[src/sv/vector_projection_3d_core_assert.svh]
`ifndef VECTOR_PROJECTION_3D_CORE_ASSERT_SVH
`define VECTOR_PROJECTION_3D_CORE_ASSERT_SVH

// same-cycle implication, clocked on clk, off during reset
`define VP3_ASSERT_NOW(lbl, ante, cons, msg) \
	lbl: assert property (@(posedge clk) disable iff (!arst_n) (ante) |-> (cons)) \
		else $error(msg);

// next-cycle implication, clocked on clk, off during reset
`define VP3_ASSERT_NEXT(lbl, ante, cons, msg) \
	lbl: assert property (@(posedge clk) disable iff (!arst_n) (ante) |=> (cons)) \
		else $error(msg);

`endif

[src/sv/vp3_div_cell.sv]
module vp3_div_cell #(
	parameter int NW = 64,
	parameter int DW = 64
) (
	input  logic          clk,
	input  logic          en,
	input  logic [NW-1:0] nq_in,
	input  logic [DW-1:0] r_in,
	input  logic [DW-1:0] d_in,
	output logic [NW-1:0] nq_out,
	output logic [DW-1:0] r_out,
	output logic [DW-1:0] d_out
);

	logic [DW:0] t;
	logic [DW:0] diff;
	logic        ge;

	assign t    = {r_in, nq_in[NW-1]};
	assign diff = t - {1'b0, d_in};
	assign ge   = t >= {1'b0, d_in};

	always_ff @(posedge clk) begin
		if (en) begin
			r_out  <= ge ? diff[DW-1:0] : t[DW-1:0];
			nq_out <= {nq_in[NW-2:0], ge};
			d_out  <= d_in;
		end
	end

endmodule

[config.mk]
export PLATFORM = sky130hd
export DESIGN_NAME = vp3_div_cell
export DESIGN_NICKNAME = d
export VERILOG_FILES = /design/src/sv/vector_projection_3d_core_assert.svh /design/src/sv/vp3_div_cell.sv
export SDC_FILE = /design/constraint.sdc
export NUM_CORES = 1
export LEC_CHECK = 0
export BUFFER_PORTS_ARGS = -buffer_cell sky130_fd_sc_hd__buf_2
export CORE_MARGIN = 10
export CORE_UTILIZATION = 40
export DETAILED_ROUTE_END_ITERATION = 12
export GPL_TIMING_DRIVEN = 0
export PLACE_DENSITY = 0.67
export SLEW_MARGIN = 20
export SYNTH_ARGS = -nofsm -noshare
export SYNTH_HDL_FRONTEND = slang
export SYNTH_SLANG_ARGS = --single-unit
export TNS_END_PERCENT = 1
[constraint.sdc]
create_clock -name clk -period 3.9 [get_ports clk]
set_input_delay 0.195 -clock clk [delete_from_list [all_inputs] [get_ports clk]]
set_output_delay 0.195 -clock clk [all_outputs]
set_load 0.01 [all_outputs]
======== Yosys cells after proc, flatten, opt, wreduce, memory -nomap -nowiden ========
Cells that the tools add are included.
word-level totals
  register bits after elaboration ......... 192
  word-level logic and storage cells ...... 6
cells by class
  add/sub/neg operators ................... 1
  $lt $le $gt $ge ......................... 1
  muxes and demuxes ....................... 1
operator list
  operator                        number
  >= comparator 65 x 64 -> 1 bit  1
  2-to-1 mux 64 bit               1
  subtractor 64 bit               1

======== Longest topological paths before layout ========
  depth after elaboration ................. 2
  depth in mapped cells ................... 17
  depth with buffers taken out ............ 13

======== Worst setup path before layout ========
OpenSTA, ideal clock, no wires.
  path kind ............................... input -> register
  start ................................... input d_in[1]
  end ..................................... register r_out[53], data pin
  arrival time ............................ 3.315 ns
  required time ........................... 3.640 ns
  path slack .............................. 0.325 ns
  cell stages on the path ................. 16
  buffers on the path ..................... 3
  cell sequence ........................... inv_1 ha_1 nor2b_2 o21ai_1 o21a_2 o31a_1 o31a_1 o41ai_2 a41o_2 a31oi_4 o211a_1 buf_6 clkinv_4 buf_12 buf_12 mux2_4
between the ends
  cells in the longest elaborated chain, start to end .. 2
ends and longest elaborated chain
  element                         line                source
  from (decl)                     vp3_div_cell.sv:9   input logic [DW-1:0] d_in,
  >= comparator 65 x 64 -> 1 bit  vp3_div_cell.sv:21  assign ge = t >= {1'b0, d_in};
  via ge                          vp3_div_cell.sv:17  logic ge;
  2-to-1 mux 64 bit               vp3_div_cell.sv:25  r_out <= ge ? diff[DW-1:0] : t[DW-1:0];
  to (signal assigned)            vp3_div_cell.sv:25
  to (decl)                       vp3_div_cell.sv:11  output logic [DW-1:0] r_out,
The timed path passes the listed nets, and every way through them passes these cells.
A chain may end at the register's enable or synchronous reset.

======== Worst setup path after layout ========
  start ................................... input d_in[1]
  end ..................................... register r_out[54], data pin
Same word-level chain as after synthesis.

==> flow_metrics.py <==
metrics = {
    "outcome": {
        "outcome": "finished, final reports clean",
    },
    "global_route": {
        "pin_count_of_the_biggest_net_entering_global_routing": 100,
        "first_global_vias": 9499,
        "globalRouteTotalUtil_pct": 20.8,
        "grt_antenna_before_repair": 4,
        "wire_length_of_the_first_global_routing_pass_um": 54600,
        "grt_remaining_overflow": 0,
    },
    "power_and_ir_drop": {
        "internal_power_w": 0.00411,
        "fin_total_pwr_w": 0.00591,
        "combPwrFrac_pct": 26.5,
        "power_frac_seq_pct": 43.9,
        "irDropWorstVdd_v": 0.000219,
        "netSwitchingPower_w": 0.00180,
        "power_density_nw_per_um2": 397,
        "power.clock.fraction_pct": 29.6,
        "leakage_nw": 6.68,
        "switching_share_pct": 30.4,
    },
    "critical_path": {
        "timing.critical_path.slowest_cell_delay_ns": 0.43,
        "cp_data_required_time_ns": 4.08,
        "timing.critical_path.to_type": "flip-flop",
        "critPathKind": "in2reg",
        "crit_start": "d_in[1]",
        "timing.critical_path.fanout_max": 10,
        "crit_slowest_cell": "o31a_1",
        "timing.critical_path.arrival_ns": 3.94,
        "timing.critical_path.from_type": "primary input",
        "critical_path.top_delay_family": "compound AO/OA/AOI/OAI gates",
        "cp_cell_sequence": "buf_2 > inv_1 > ha_1 > nor2b_2 > o21ai_1 > o21a_2 > o31a_1 > o31a_1 > o41ai_4 > a41o_4 > a31oi_4 > o211a_1 > buf_6 > clkinv_4 > buf_12 > buf_12 > mux2_4",
        "wp_buf_inv": 6,
    },
    "place": {
        "place_worst_setup_slack_ns": -0.507,
        "dp_wirelength_um": 27200,
        "io_buffers": 385,
        "detailed_place.area_um2": 13000,
        "final_weighted_congestion_of_routability_driven_global_placement": 0.919,
        "placedCellCount": 1605,
    },
    "floorplanning": {
        "ios": 386,
        "die_height_um": 183,
        "dieWidth_um": 183,
        "start_util_pct": 40.7,
        "floorplan.die_area_um2": 33500,
        "floorplan.core_area_um2": 26100,
        "std_cell_rows": 59,
    },
    "cts": {
        "clkSinkCount": 192,
        "cts_htree_levels": 4,
        "ctsLongestPathBuffers": 2,
        "clkTransAtPathRegs_ns": 0.08,
        "clockRootBuffer": "clkbuf_16",
        "tritoncts": "yes",
        "cts_buffers": 17,
        "cts_post_setup_buffers_inserted": 0,
    },
    "finish": {
        "mostFrequentLayoutCells": "buf_2, edfxtp_1, dlygate4sd3_1",
        "count_of_placed_standard_cells_in_the_final_layout_fillers_left_out": 1765,
        "mostFrequentLayoutCell": "buf_2",
        "area.growth.synth_to_final_pct": 40.3,
        "final_nets": 1675,
        "final_area_um2": 14900,
        "post_route_cells_drive_above_1_share_pct": 35.0,
    },
    "synth": {
        "synth.cell_area_um2": 10600,
        "yosysUniqueCellTypes": 69,
        "number_of_instances_in_the_synthesized_netlist": 884,
        "post_synth.cell_area_avg_um2": 12.0,
        "ys_async_sr_fraction_pct": 0,
        "ys_seq_elements": 192,
        "yosysWarningCount": 0,
        "synthesis.nets": 1143,
        "synth_seq_area_share_pct": 54.3,
        "ys.flop_type": "edfxtp_1",
        "synth_edf_count": 192,
    },
    "detailed_routing": {
        "wl_per_cell_um": 20.3,
        "antenna_left": 0,
        "routed_wirelength_um": 35900,
        "drc": 0,
        "via_count": 9126,
        "detailedRoute.firstIterationViolations": 544,
        "firstDrtPassIters": 4,
        "route.detailed.vias_per_inst": 5.17,
    },
    "sta": {
        "maxSlewHeadroom_pct": 34.3,
        "setup_viol": 0,
        "part_of_the_cycle_the_worst_path_needs_pct": 96.5,
        "maxSlewViolCount": 0,
        "worstMarginPinSlew_ns": 0.983,
        "post-route-min-period_ns": 3.76,
        "layout_setup_ws_ns": 0.136,
        "timing.hold.ws_ns": 0.0775,
        "max_freq_mhz": 266,
        "final_hold_viol_count": 0,
    },
    "min_path": {
        "hold_path.startpoint": "r_in[46]",
        "min-delay-path-class": "in2reg",
        "hold_path_end": "r_out[47]",
        "worstHoldPathCells": 2,
    },
    "run": {
        "max_cap_viol_count": 0,
    },
}
power groups by stage:
stage                     Clock [W]  Sequential, W  Combinational (W)
after floorplan                   0        0.00277           0.000726
after global placement            0        0.00264            0.00143
after detailed placement          0        0.00264            0.00145
after CTS                   0.00180        0.00259            0.00157
after global routing        0.00186        0.00261            0.00171
final                       0.00175        0.00259            0.00157
kinds of logic after synthesis:
group,share of synthesized area (%)
AO/OA/AOI/OAI,14.0
flip-flops,54.3
AND/OR/NAND/NOR,8.09
buffers and inverters,4.39
adder cells (fa/ha/maj),7.72
multiplexers,6.87
XOR/XNOR,4.62
routing by layer:
layer  up-vias  share of wire [%]  GRT usage [%]
met3        57                7.0           5.38
met1      4345                 39           23.4
met5         -              0.022              0
li1       4384                  -              -
met4         2                3.1           7.41
met2       338                 51           37.4
sequential cells by signal (all words and copies together), names as in the netlist:
name and count:
r_out 64, d_out 64, nq_out 64
worst max path at each step:
stage / end / slack, ns / depth (start not counted)
after floorplan: r_out[53] / 0.32 / 16
after global placement: r_out[57] / -0.54 / 17
after detailed placement: r_out[58] / -0.51 / 17
after CTS: r_out[62] / 0.008 / 14
after global routing: r_out[60] / -0.03 / 14
final: r_out[54] / 0.14 / 17
timing repair:
item	CTS	global route
pin swaps	0	2
resized for setup	2	7
endpoints found under the setup margin	13	48
hold endpoints to repair	127	0
hold buffers	127	0
cell usage after synthesis (7+ instances only):
master    count  area [um2]
a31oi_1       8        50.1
nor2_1       37         139
edfxtp_1    192        5770
and3_1       11        68.8
o21ai_0      35         175
mux2_4        7         105
mux2_2       51         574
a21oi_1      71         355
o21bai_1     13        97.6
inv_1        80         300
a21o_1       36         270
nand4_1      15        93.8
nor3_1        9        45.0
nor2b_1       7        43.8
nand3_1      10        50.1
xnor2_1      37         324
a211oi_1      7        52.6
o31ai_1       7        52.6
nand2_1      58         218
clkbuf_1     19        71.3
xor2_1       19         166
ha_1         64         801
per-stage QoR:
step / setup TNS [ns] / utilization [%]
CTS: 0 / 56.9
global route: -0.0385 / 57.0
finish: 0 / 57.0
floorplan: 0 / -
global placement: -27.79 / 49.6
detailed placement: -25.62 / 49.8
layout make-up:
class / instances / area, um2
fill: 2229 / 11200
clock inverter: 14 / 144
clock buffer: 17 / 425
sequential: 192 / 5770
antenna: 2 / 5.00
buffer: 27 / 158
tap: 335 / 419
timing repair buffer: 513 / 3240
inverter: 81 / 309
multi-input combinational: 584 / 4450
Note: power is estimated with default switching activity, not from simulation.
