## config.mk

```make
export PLATFORM = sky130hd
export DESIGN_NAME = vp3_sqrt_cell
export DESIGN_NICKNAME = d
export VERILOG_FILES = /design/src/sv/vector_projection_3d_core_assert.svh /design/src/sv/vp3_sqrt_cell.sv
export SDC_FILE = /design/constraint.sdc
export NUM_CORES = 1
export LEC_CHECK = 0
export BUFFER_PORTS_ARGS = -buffer_cell sky130_fd_sc_hd__buf_2
export CAP_MARGIN = 20
export CORE_UTILIZATION = 44
export DETAILED_ROUTE_END_ITERATION = 10
export GPL_TIMING_DRIVEN = 0
export PLACE_DENSITY_LB_ADDON = 0.12
export SKIP_CTS_REPAIR_TIMING = 1
export SYNTH_ARGS = -nofsm -noshare
export SYNTH_HDL_FRONTEND = slang
export SYNTH_SLANG_ARGS = --single-unit
```

## constraint.sdc

```tcl
create_clock -name clk -period 6.6 [get_ports clk]
set_input_delay 0.66 -clock clk [delete_from_list [all_inputs] [get_ports clk]]
set_output_delay 0.66 -clock clk [all_outputs]
set_load 0.05 [all_outputs]
```

## src/sv/vector_projection_3d_core_assert.svh

```systemverilog
`ifndef VECTOR_PROJECTION_3D_CORE_ASSERT_SVH
`define VECTOR_PROJECTION_3D_CORE_ASSERT_SVH

// same-cycle implication, clocked on clk, off during reset
`define VP3_ASSERT_NOW(lbl, ante, cons, msg) \
	lbl: assert property (@(posedge clk) disable iff (!arst_n) (ante) |-> (cons)) \
		else $error(msg);

// next-cycle implication, clocked on clk, off during reset
`define VP3_ASSERT_NEXT(lbl, ante, cons, msg) \
	lbl: assert property (@(posedge clk) disable iff (!arst_n) (ante) |=> (cons)) \
		else $error(msg);

`endif

```

## src/sv/vp3_sqrt_cell.sv

```systemverilog
module vp3_sqrt_cell #(
	parameter int W    = 64,
	parameter int STEP = 0
) (
	input  logic         clk,
	input  logic         en,
	input  logic [W-1:0] x_in,
	input  logic [W-1:0] r_in,
	output logic [W-1:0] x_out,
	output logic [W-1:0] r_out
);

	localparam int SH = W - 2 - 2 * STEP;
	localparam logic [W:0] BITV = (W + 1)'(1) << SH;

	logic [W:0] trial;
	logic       ge;

	assign trial = {1'b0, r_in} + BITV;
	assign ge    = {1'b0, x_in} >= trial;

	always_ff @(posedge clk) begin
		if (en) begin
			x_out <= ge ? x_in - trial[W-1:0] : x_in;
			r_out <= ge ? (r_in >> 1) + BITV[W-1:0] : r_in >> 1;
		end
	end

endmodule

```

# [After elaboration in Yosys (flattened, before gate mapping)]
# Index checks and enable logic that the tools add are counted.
[classes] mux=2 mul=0 order_cmp=1 add_sub_neg=3 bitwise_logic=0 div=0 eq_ne=0 n_reduce_logical=0 shift=0
[ops] op="$add A64 B63 Y65 const B" n=1
[ops] op="$ge A64 B65 Y1" n=1
[ops] op="$add A63 B63 Y64 const B" n=1
[ops] op="$mux W64" n=1
[ops] op="$sub A64 B64 Y64" n=1
[ops] op="$mux W63" n=1
[word_totals] regBits=128 romBits=0 latch_bits=0 mem_count=0 in_bits=130 ramBits=0

# [Longest topological paths before layout]
# Gate-level depths: netlist (run 1).
[logic_depth] depth_word=3 mapped_depth=15 depth_no_buf=12

# [Worst setup path before layout (run 1)]
# OpenSTA, ideal clock, no wires.
[synth_timing] path_kind="in2reg" startpoint="input x_in[0]" endpoint="register x_out[60], data pin" n_path_buf=0 slack_ps=3099 setup_ps=259 path_stages=12 arrival_time_ps=3242 cell_sequence="inv_1 ha_1 fa_1 nor2b_1 o2111ai_1 a21oi_1 o31ai_1 a21oi_1 a211oi_1 a211oi_1 mux2_2 o31a_1"
[synth_via] elab_chain_cells=2
[synth_rtl] element="from (decl)" line="vp3_sqrt_cell.sv:7" text="input logic [W-1:0] x_in,"
[synth_rtl] element="$sub A64 B64 Y64 or $ge A64 B65 Y1 (tied branches)" line="vp3_sqrt_cell.sv:24, vp3_sqrt_cell.sv:20"
[synth_rtl] element="$mux W64 *" line="vp3_sqrt_cell.sv:24" text="x_out <= ge ? x_in - trial[W-1:0] : x_in;"
[synth_rtl] element="to (signal assigned)" line="vp3_sqrt_cell.sv:24"
[synth_rtl] element="to (decl)" line="vp3_sqrt_cell.sv:9" text="output logic [W-1:0] x_out,"
# Every way passes the cells marked *; elsewhere a longest branch is shown, timed or not.
# A chain may end at the register's enable or synchronous reset.

# [Worst setup path after layout (run 1)]
# Ends and elaborated chain as after synthesis.

==> results of run 1 <==
stage by stage:
step / hold WS, ns / worst slack [ns] / utilization / instances
2_1_floorplan: 0.7589 / 3.099 / - / 932
3_3_place_gp: 0.8521 / 2.118 / 0.5327 / 1454
3_5_place_dp: 0.8533 / 2.133 / 0.5344 / 1455
4_1_cts: 0.4076 / 2.547 / 0.5675 / 1487
5_1_grt: 0.4089 / 2.287 / 0.5675 / 1487
6_report: 0.4171 / 2.509 / 0.5675 / 1487
metal layers:
layer  up-vias  track usage  share of wire
li1       3946            -              -
met1      3580       0.3290           0.47
met2       260       0.3897           0.46
met3        25      0.03756          0.057
met4         0      0.07527          0.016
met5         -            0              0
power by group through the flow:
stage	combinational, uW	sequential (uW)	clock [uW]
4_1_cts	1020	1030	1070
6_report	1020	1030	1060
3_3_place_gp	1010	1050	0
3_5_place_dp	1020	1050	0
2_1_floorplan	415	1380	0
5_1_grt	1100	1040	1100
final timing paths:
path                      from         to  slack (ns)
worst min-delay path  r_in[49]  r_out[48]        0.42
worst max-delay path   x_in[0]  x_out[60]        2.51
kinds of logic after synthesis:
group | after synthesis | share of synthesized area
buffers and inverters | 117 | 0.05648
multiplexers | 5 | 0.006292
adder cells (fa/ha/maj) | 66 | 0.09524
XOR/XNOR | 56 | 0.05606
AND/OR/NAND/NOR | 263 | 0.1406
AO/OA/AOI/OAI | 297 | 0.2061
flip-flops | 128 | 0.4393
sequential cells by signal (all words and copies together), names as in the netlist:
register / cells
r_out: 64
x_out: 64
Yosys cell counts (4+ instances only):
library cell / number
edfxtp_1: 128
nand2_1: 125
o21ai_0: 96
a21oi_1: 81
inv_1: 77
ha_1: 65
nor2_1: 38
xnor2_1: 36
a21o_1: 30
nand4_1: 20
xor2_1: 20
buf_2: 17
nand3_1: 17
nor3_1: 15
clkbuf_1: 14
o21bai_1: 14
o21a_1: 13
and3_1: 10
a211oi_1: 8
o21ai_1: 8
o31ai_1: 8
a31oi_1: 7
a21boi_0: 6
nand2b_1: 6
nor2b_1: 6
nor4_1: 5
and2_1: 4
buf_4: 4
mux2_2: 4
o211ai_1: 4
or2_2: 4
final cells by class:
type	count	area [um2]
tap	265	331.6
timing repair buffer	258	1320
inverter	77	289.0
buffer	40	205.2
fill	1809	8418
sequential	128	3844
clock buffer	19	432.9
multi-input combinational	687	4412
clock inverter	13	210.2
==> reports/qor.yml, run 1 <==
grt_pass1_vias: 7296
switchingPower_uw: 1133
fin_crit_sh: 0.6198
power.share.clock: 0.340
die_w_um: 143.0
arrival_ns: 4.27
finalPower_uw: 3112
fmax_mhz: 244.5
yosys_warnings: 0
worstHoldPathCells: 1
cp_num_cells: 13
antenna_found_initial: 0
clock_path_buffers: 2
drc: 0
dpl-instance-area_mm2: 0.01040
dr.pass1.iters: 4
finalCriticalPeriod_ns: 4.091
cts_tree: "built"
start_kind: "input pin"
synth_cell_types: 61
wl_per_cell_um: 16.42
critPathKind: "input pin to register"
power.leakage_uw: 0.005033
place_congestion: 0.8790
crit_fanout: 5
core_area_mm2: 0.01946
p_per_area_mw_per_mm2: 281.8
synth_area_leader_cell: "edfxtp_1"
htree_levels: 4
worstPathRequired_ns: 6.78
mostFrequentLayoutCells: "273 x buf_2, 128 x edfxtp_1, 125 x nand2_1"
hold_class: "input pin to register"
final_area_mm2: 0.01104
final_common_cell: "buf_2"
synth_top_area_frac: 0.4393
synth-main-ff-cell: "edfxtp_1"
syn_inst: 932
io_pins: 258
grt_pass1_wl_um: 37670
pwr-share-seq: 0.331
end_kind: "register"
fin_tns_setup_ns: 0
postRouteAntennaNets: 0
antennaDiodeCount: 0
grt_max_degree: 77
area_growth_pct: 26.23
yosys_register_bits: 128
power.combinational.fraction: 0.329
grt_use_total: 0.2407
finalSetupViolCount: 0
cp_cell_sequence: "buf_2 -> inv_1 -> ha_1 -> fa_1 -> nor2b_1 -> o2111ai_1 -> a21oi_1 -> o31ai_1 -> a21oi_1 -> a211oi_1 -> a211oi_1 -> mux2_2 -> o31a_1"
io_buffers: 257
rsz0062_at_grt: "false"
max_cap_violations: 0
ir_drop_v: 0.0001869
swShare: 0.3641
numCtsBuffers: 17
path_clk_slew_ns: 0.06
slowest_stage: "a211oi_1"
postSynthAreaPerCell_um2: 9.388
path_buf_inv: 2
cts-root-buf: "clkbuf_16"
netlist_area_mm2: 0.008750
die_y_um: 143.0
synthArstFlopShare: 0
final_layout_size_suffix_gt1_frac: 0.2692
critical_path.max_stage_delay_ns: 0.56
dieArea_mm2: 0.02045
rows: 51
cts_sinks: 128
critical_path.top_delay_family: "compound AO/OA/AOI/OAI gates"
drtIter0Drc: 589
start_util: 0.4496
syn_nets: 1128
hold_viol: 0
drt-total-wl_um: 24420
final_max_slew_viol_count: 0
yosysSeqAreaShare: 0.4393
via_count: 7811
fin_nets: 1405
grt_overflow_total: 0
ys_top_cells_by_area: "edfxtp_1 44%, ha_1 9.3%, o21ai_0 5.5%, nand2_1 5.4%, a21oi_1 4.6%"
status: "finished clean"
via_per_inst: 5.253
p_int_uw: 1979
slew_headroom: 0.2605
dp_hpwl_um: 19040
synth_edf_count: 128
worst-slew-pin-transition_ns: 1.081
Note: power is estimated with default switching activity, not from simulation.
==> inputs of run 2 (changes only) <==
==> constraint.sdc (replaced) <==
create_clock -name clk -period 3.76 [get_ports clk]
set_input_delay 0.376 -clock clk [delete_from_list [all_inputs] [get_ports clk]]
set_output_delay 0.376 -clock clk [all_outputs]
set_load 0.05 [all_outputs]
==> run 2 against run 1 <==
Power rose by 76%. Combinational power rose by 76%. Sequential power rose by 76%. Clock power rose by 75%. Clock-buffer cell count did not move. Sequential share of layout area barely moved. Global-route usage did not move. Final area rose by 0.12%. Flip-flop and latch count did not move. Cell count did not move. Hold slack got worse by 0.29 ns.
==> reports/qor.yml, run 2 (synthesized netlist as in run 1, its figures left out) <==
status: "finished clean"
power.share.clock: 0.341  # about the same
hold_class: "input pin to register"
arrival_ns: 3.77  # -0.50 ns
core_area_mm2: 0.01946  # unchanged
pwr-share-seq: 0.331  # about the same
fin_tns_setup_ns: 0  # unchanged
final_common_cell: "buf_2"
antenna_found_initial: 0  # unchanged
die_w_um: 143.0  # unchanged
worst_slack_ns: 0.1638  # -2.346 ns
start_util: 0.4496  # unchanged
wl_per_cell_um: 16.42  # about the same
reg.largest.list: "r_out: 64 flops, x_out: 64 flops"
grt_use_total: 0.2407  # unchanged
finalSetupViolCount: 0  # unchanged
cts-root-buf: "clkbuf_16"
dpl-instance-area_mm2: 0.01040  # unchanged
end_kind: "register"
via_per_inst: 5.266  # +0.24%
fin_nets: 1405  # unchanged
critical_path.max_stage_delay_ns: 1.12  # +0.56 ns
slew_headroom: 0.1086  # -0.1518
path_common_cell: "o21ai_1"
die_y_um: 143.0  # unchanged
drtIter0Drc: 565  # -4.1%
rows: 51  # unchanged
antennaDiodeCount: 0  # unchanged
finalCriticalPeriod_ns: 3.596
grt_use_met3: 0.03756  # unchanged
numCtsBuffers: 17  # unchanged
grt-busiest-layer: "met2"
met2_usage: 0.3897  # unchanged
clock_path_buffers: 2  # unchanged
num-fill-cells: 1804  # -0.28%
hold_viol: 0  # unchanged
detailedPlace.worstSlack_ns: -0.4233  # -2.556 ns
rsz0062_at_grt: "false"
power.leakage_uw: 0.005035  # about the same
drc: 0  # unchanged
power.combinational.fraction: 0.329  # about the same
switchingPower_uw: 1992  # +76%
final_layout_size_suffix_gt1_frac: 0.2717  # +0.002455
crit_fanout: 6  # +1
fmax_mhz: 278.1
io_pins: 258  # unchanged
io_buffers: 257  # unchanged
dieArea_mm2: 0.02045  # unchanged
grt_use_met1: 0.3290  # unchanged
mostFrequentLayoutCells: "273 x buf_2, 128 x edfxtp_1, 125 x nand2_1"
path_clk_slew_ns: 0.06  # about the same
grt_max_degree: 77  # unchanged
ir_drop_v: 0.0003312  # +77%
cp_cell_sequence: "buf_2 -> inv_1 -> ha_1 -> and2_1 -> and3_1 -> a21boi_1 -> o21ai_1 -> a2111oi_0 -> o31ai_1 -> o21ai_0 -> xnor2_1 -> o21ai_1"
place_congestion: 0.8790  # unchanged
fin_crit_sh: 0.9564
critPathKind: "input pin to register"
final_max_slew_viol_count: 0  # unchanged
worst-slew-pin-transition_ns: 1.303  # +0.2220 ns
area_growth_pct: 26.38
p_per_area_mw_per_mm2: 494.4  # +75%
start_kind: "input pin"
postRouteAntennaNets: 0  # unchanged
regArea_mm2: 0.003844  # unchanged
dr.pass1.iters: 5  # +1
cts_sinks: 128  # unchanged
startpoint: "r_in[10]"
slowest_stage: "a2111oi_0"
htree_levels: 4  # unchanged
hp-start: "r_in[4]"
grt_pass1_vias: 7296  # unchanged
via_count: 7830  # +0.24%
cts_tree: "built"
grt_pass1_wl_um: 37670  # unchanged
dp_hpwl_um: 19040  # unchanged
final_area_mm2: 0.01106  # +0.12%
swShare: 0.3644  # about the same
multi_input_area_mm2: 0.004425  # +0.31%
drt-total-wl_um: 24420  # about the same
max_cap_violations: 0  # unchanged
grt_overflow_total: 0  # unchanged
worstPathRequired_ns: 3.94  # -2.84 ns
p_int_uw: 3475  # +76%
==> run 2: cell counts in the layout (fill, tap and decap cells not counted) <==
No cell type changed its count.
==> run 2: final timing paths <==
check | endpoint | slack (ns) | depth (start not counted)
max | x_out[59] | 0.16 | 12
min | r_out[3] | 0.13 | 1
==> run 2: power by group through the flow <==
stage	clock [uW]	combinational [uW]	sequential [uW]
2_1_floorplan	0	728	2420
3_3_place_gp	0	1780	1840
3_5_place_dp	0	1790	1840
4_1_cts	1880	1800	1810
5_1_grt	1930	1940	1820
6_report	1860	1800	1810
==> run 2: metrics by stage <==
stage,cells,hold WS [ns],total power [uW],utilization
after floorplan,932,0.4749,3147,-
after global placement,1454,0.5681,3620,0.5327
after detailed placement,1455,0.5693,3625,0.5344
after CTS,1487,0.1236,5485,0.5675
after global routing,1487,0.1249,5696,0.5682
final,1487,0.1307,5467,0.5682
==> run 2: area by class of cell <==
cell class | instances | share of cell area
plain buffers | 40 | 0.01856
clock buffers | 19 | 0.03915
clock inverters | 13 | 0.01901
inverters | 77 | 0.02614
multi-input cells | 687 | 0.4002
flip-flops and latches | 128 | 0.3476
well taps | 265 | 0.02998
repair buffers | 258 | 0.1194
==> run 2: worst max-delay path: cells and delay by family <==
kind            cells  cell delay (ns)
compound gates      6             2.30
buf+inv             2             0.13
simple gates        2             0.42
fa+ha+maj           1             0.37
xor+xnor            1             0.16
==> run 2: layer usage <==
layer,share of wire,wire length (um),up-vias
met3,0.057,1392,23
met5,0,0,-
met1,0.47,11380,3600
met2,0.46,11280,264
met4,0.015,363,0
li1,-,-,3943
==> inputs of run 3 (changes only) <==
--- a/config.mk
+++ b/config.mk
@@ -9,7 +9,6 @@
 export CAP_MARGIN = 20
 export CORE_UTILIZATION = 44
 export DETAILED_ROUTE_END_ITERATION = 10
-export GPL_TIMING_DRIVEN = 0
 export PLACE_DENSITY_LB_ADDON = 0.12
 export SKIP_CTS_REPAIR_TIMING = 1
 export SYNTH_ARGS = -nofsm -noshare
==> run 3 against run 2 <==
Critical path depth grew 2. Sequential share of layout area is essentially flat. First-iteration DRC count shrank 9.7%. Setup slack gained 0.17 ns. Fmax grew 4.8%. Cell count shrank 0.87%. Sequential power is essentially flat. Power shrank 0.66%. Combinational power is essentially flat. Critical path type unchanged.
==> reports/qor.yml, run 3 (synthesized netlist as in run 1, its figures left out) <==
status: "finished clean"
cp_cell_sequence: "buf_2 -> inv_1 -> ha_1 -> fa_1 -> nor2b_1 -> o2111ai_1 -> a21oi_1 -> o21ai_0 -> a211oi_1 -> buf_4 -> o21ai_0 -> o211ai_1 -> mux2_2 -> o31a_1"
wl_per_cell_um: 15.97  # -2.7%
slew_headroom: 0.4447  # +0.3361
fin_cells: 1474  # -0.87%
dpl-instance-area_mm2: 0.01042  # +0.19%
grt_overflow_total: 0  # unchanged
grt_use_total: 0.2346  # -0.006059
final_layout_size_suffix_gt1_frac: 0.2717  # about the same
via_count: 7761  # -0.88%
hold_viol: 0  # unchanged
core_area_mm2: 0.01946  # unchanged
grt_pass1_wl_um: 37450  # -0.59%
place_congestion: 0.8644  # -1.7%
dr.pass1.iters: 6  # +1
cts-root-buf: "clkbuf_16"
dieArea_mm2: 0.02045  # unchanged
fin_tns_setup_ns: 0  # unchanged
finish.utilization: 0.5688  # +0.0005790
fin_nets: 1390  # -1.1%
via_per_inst: 5.265  # about the same
worst_slack_ns: 0.3298  # +0.1659 ns
drt-total-wl_um: 23540  # -3.6%
final_common_cell: "buf_2"
detailedPlace.worstSlack_ns: -0.06081  # +0.3625 ns
worst-slew-pin-transition_ns: 0.8119  # -0.4914 ns
critical_path.max_stage_delay_ns: 0.40  # -0.72 ns
io_buffers: 257  # unchanged
start_kind: "input pin"
cts_sinks: 128  # unchanged
power.leakage_uw: 0.005047  # +0.25%
io_pins: 258  # unchanged
end_kind: "register"
finalSetupViolCount: 0  # unchanged
area_growth_pct: 26.51
worstPathRequired_ns: 3.93  # about the same
cts_tree: "built"
clock_path_buffers: 2  # unchanged
fin_crit_sh: 0.9123  # -0.04413
slowest_stage: "fa_1"
crit_fanout: 4  # -2
final_area_mm2: 0.01107  # +0.10%
drtIter0Drc: 510  # -9.7%
p_per_area_mw_per_mm2: 490.6  # -0.77%
ir_drop_v: 0.0003543  # +7.0%
dp.cells: 1440  # -1.0%
final_max_slew_viol_count: 0  # unchanged
die_w_um: 143.0  # unchanged
rows: 51  # unchanged
grt_pass1_vias: 7555  # +3.5%
numCtsBuffers: 17  # unchanged
drc: 0  # unchanged
mostFrequentLayoutCells: "256 x buf_2, 128 x edfxtp_1, 125 x nand2_1"
hold_class: "input pin to register"
worstHoldPathCells: 1  # unchanged
path_common_cell: "o21ai_0"
finalCriticalPeriod_ns: 3.430  # -0.1659 ns
rsz0062_at_grt: "false"
max_cap_violations: 0  # unchanged
start_util: 0.4496  # unchanged
postRouteAntennaNets: 0  # unchanged
dp_hpwl_um: 18380  # -3.5%
reg.largest.list: "r_out: 64 flops, x_out: 64 flops"
arrival_ns: 3.60  # -0.17 ns
grt_max_degree: 86  # +12%
die_y_um: 143.0  # unchanged
antenna_found_initial: 2  # +2
fmax_mhz: 291.5  # +4.8%
htree_levels: 4  # unchanged
path_clk_slew_ns: 0.06  # about the same
critPathKind: "input pin to register"
-- run 3: final timing paths --
kind	slack (ns)	from	to
worst min-delay path	0.14	r_in[34]	r_out[33]
worst max-delay path	0.33	x_in[0]	x_out[62]
-- run 3: final cells by class --
type                    instances  area [um2]
diodes                          2       5.005
clock buffers                  18       429.2
clock inverters                14       214.0
fillers                      1759        8393
inverters                      77       289.0
multi-input cells             687        4419
flip-flops and latches        128        3844
well taps                     265       331.6
repair buffers                283        1538
-- run 3: report_power, final --
part | total [uW] | internal (uW) | switching [uW]
Sequential | 1810 | 1770 | 34.1
Combinational | 1790 | 538 | 1250
Clock | 1830 | 1180 | 653
-- run 3: per-stage QoR --
stage / hold WS (ns) / power, uW
after global placement: 0.5675 / 3612
after CTS: 0.1322 / 5463
after floorplan: 0.4749 / 3147
after detailed placement: 0.5693 / 3621
final: 0.1413 / 5431
after global routing: 0.1284 / 5676
-- run 3: layer usage --
| layer | vias up | part of all wire | global-route usage | routed length (um) |
|---|---|---|---|---|
| met2 | 255 | 0.46 | 0.3779 | 10890 |
| met4 | 0 | 0.020 | 0.07753 | 473 |
| met3 | 32 | 0.059 | 0.05433 | 1400 |
| met5 | - | 0 | 0 | 0 |
| li1 | 3915 | - | - | - |
| met1 | 3559 | 0.46 | 0.3094 | 10780 |
-- run 3: worst max-delay path, delay by kind of cell --
kind / cells / cell delay, ns
fa+ha+maj: 2 / 0.63
buf+inv: 3 / 0.32
simple gates: 1 / 0.19
compound gates: 7 / 1.68
mux: 1 / 0.39
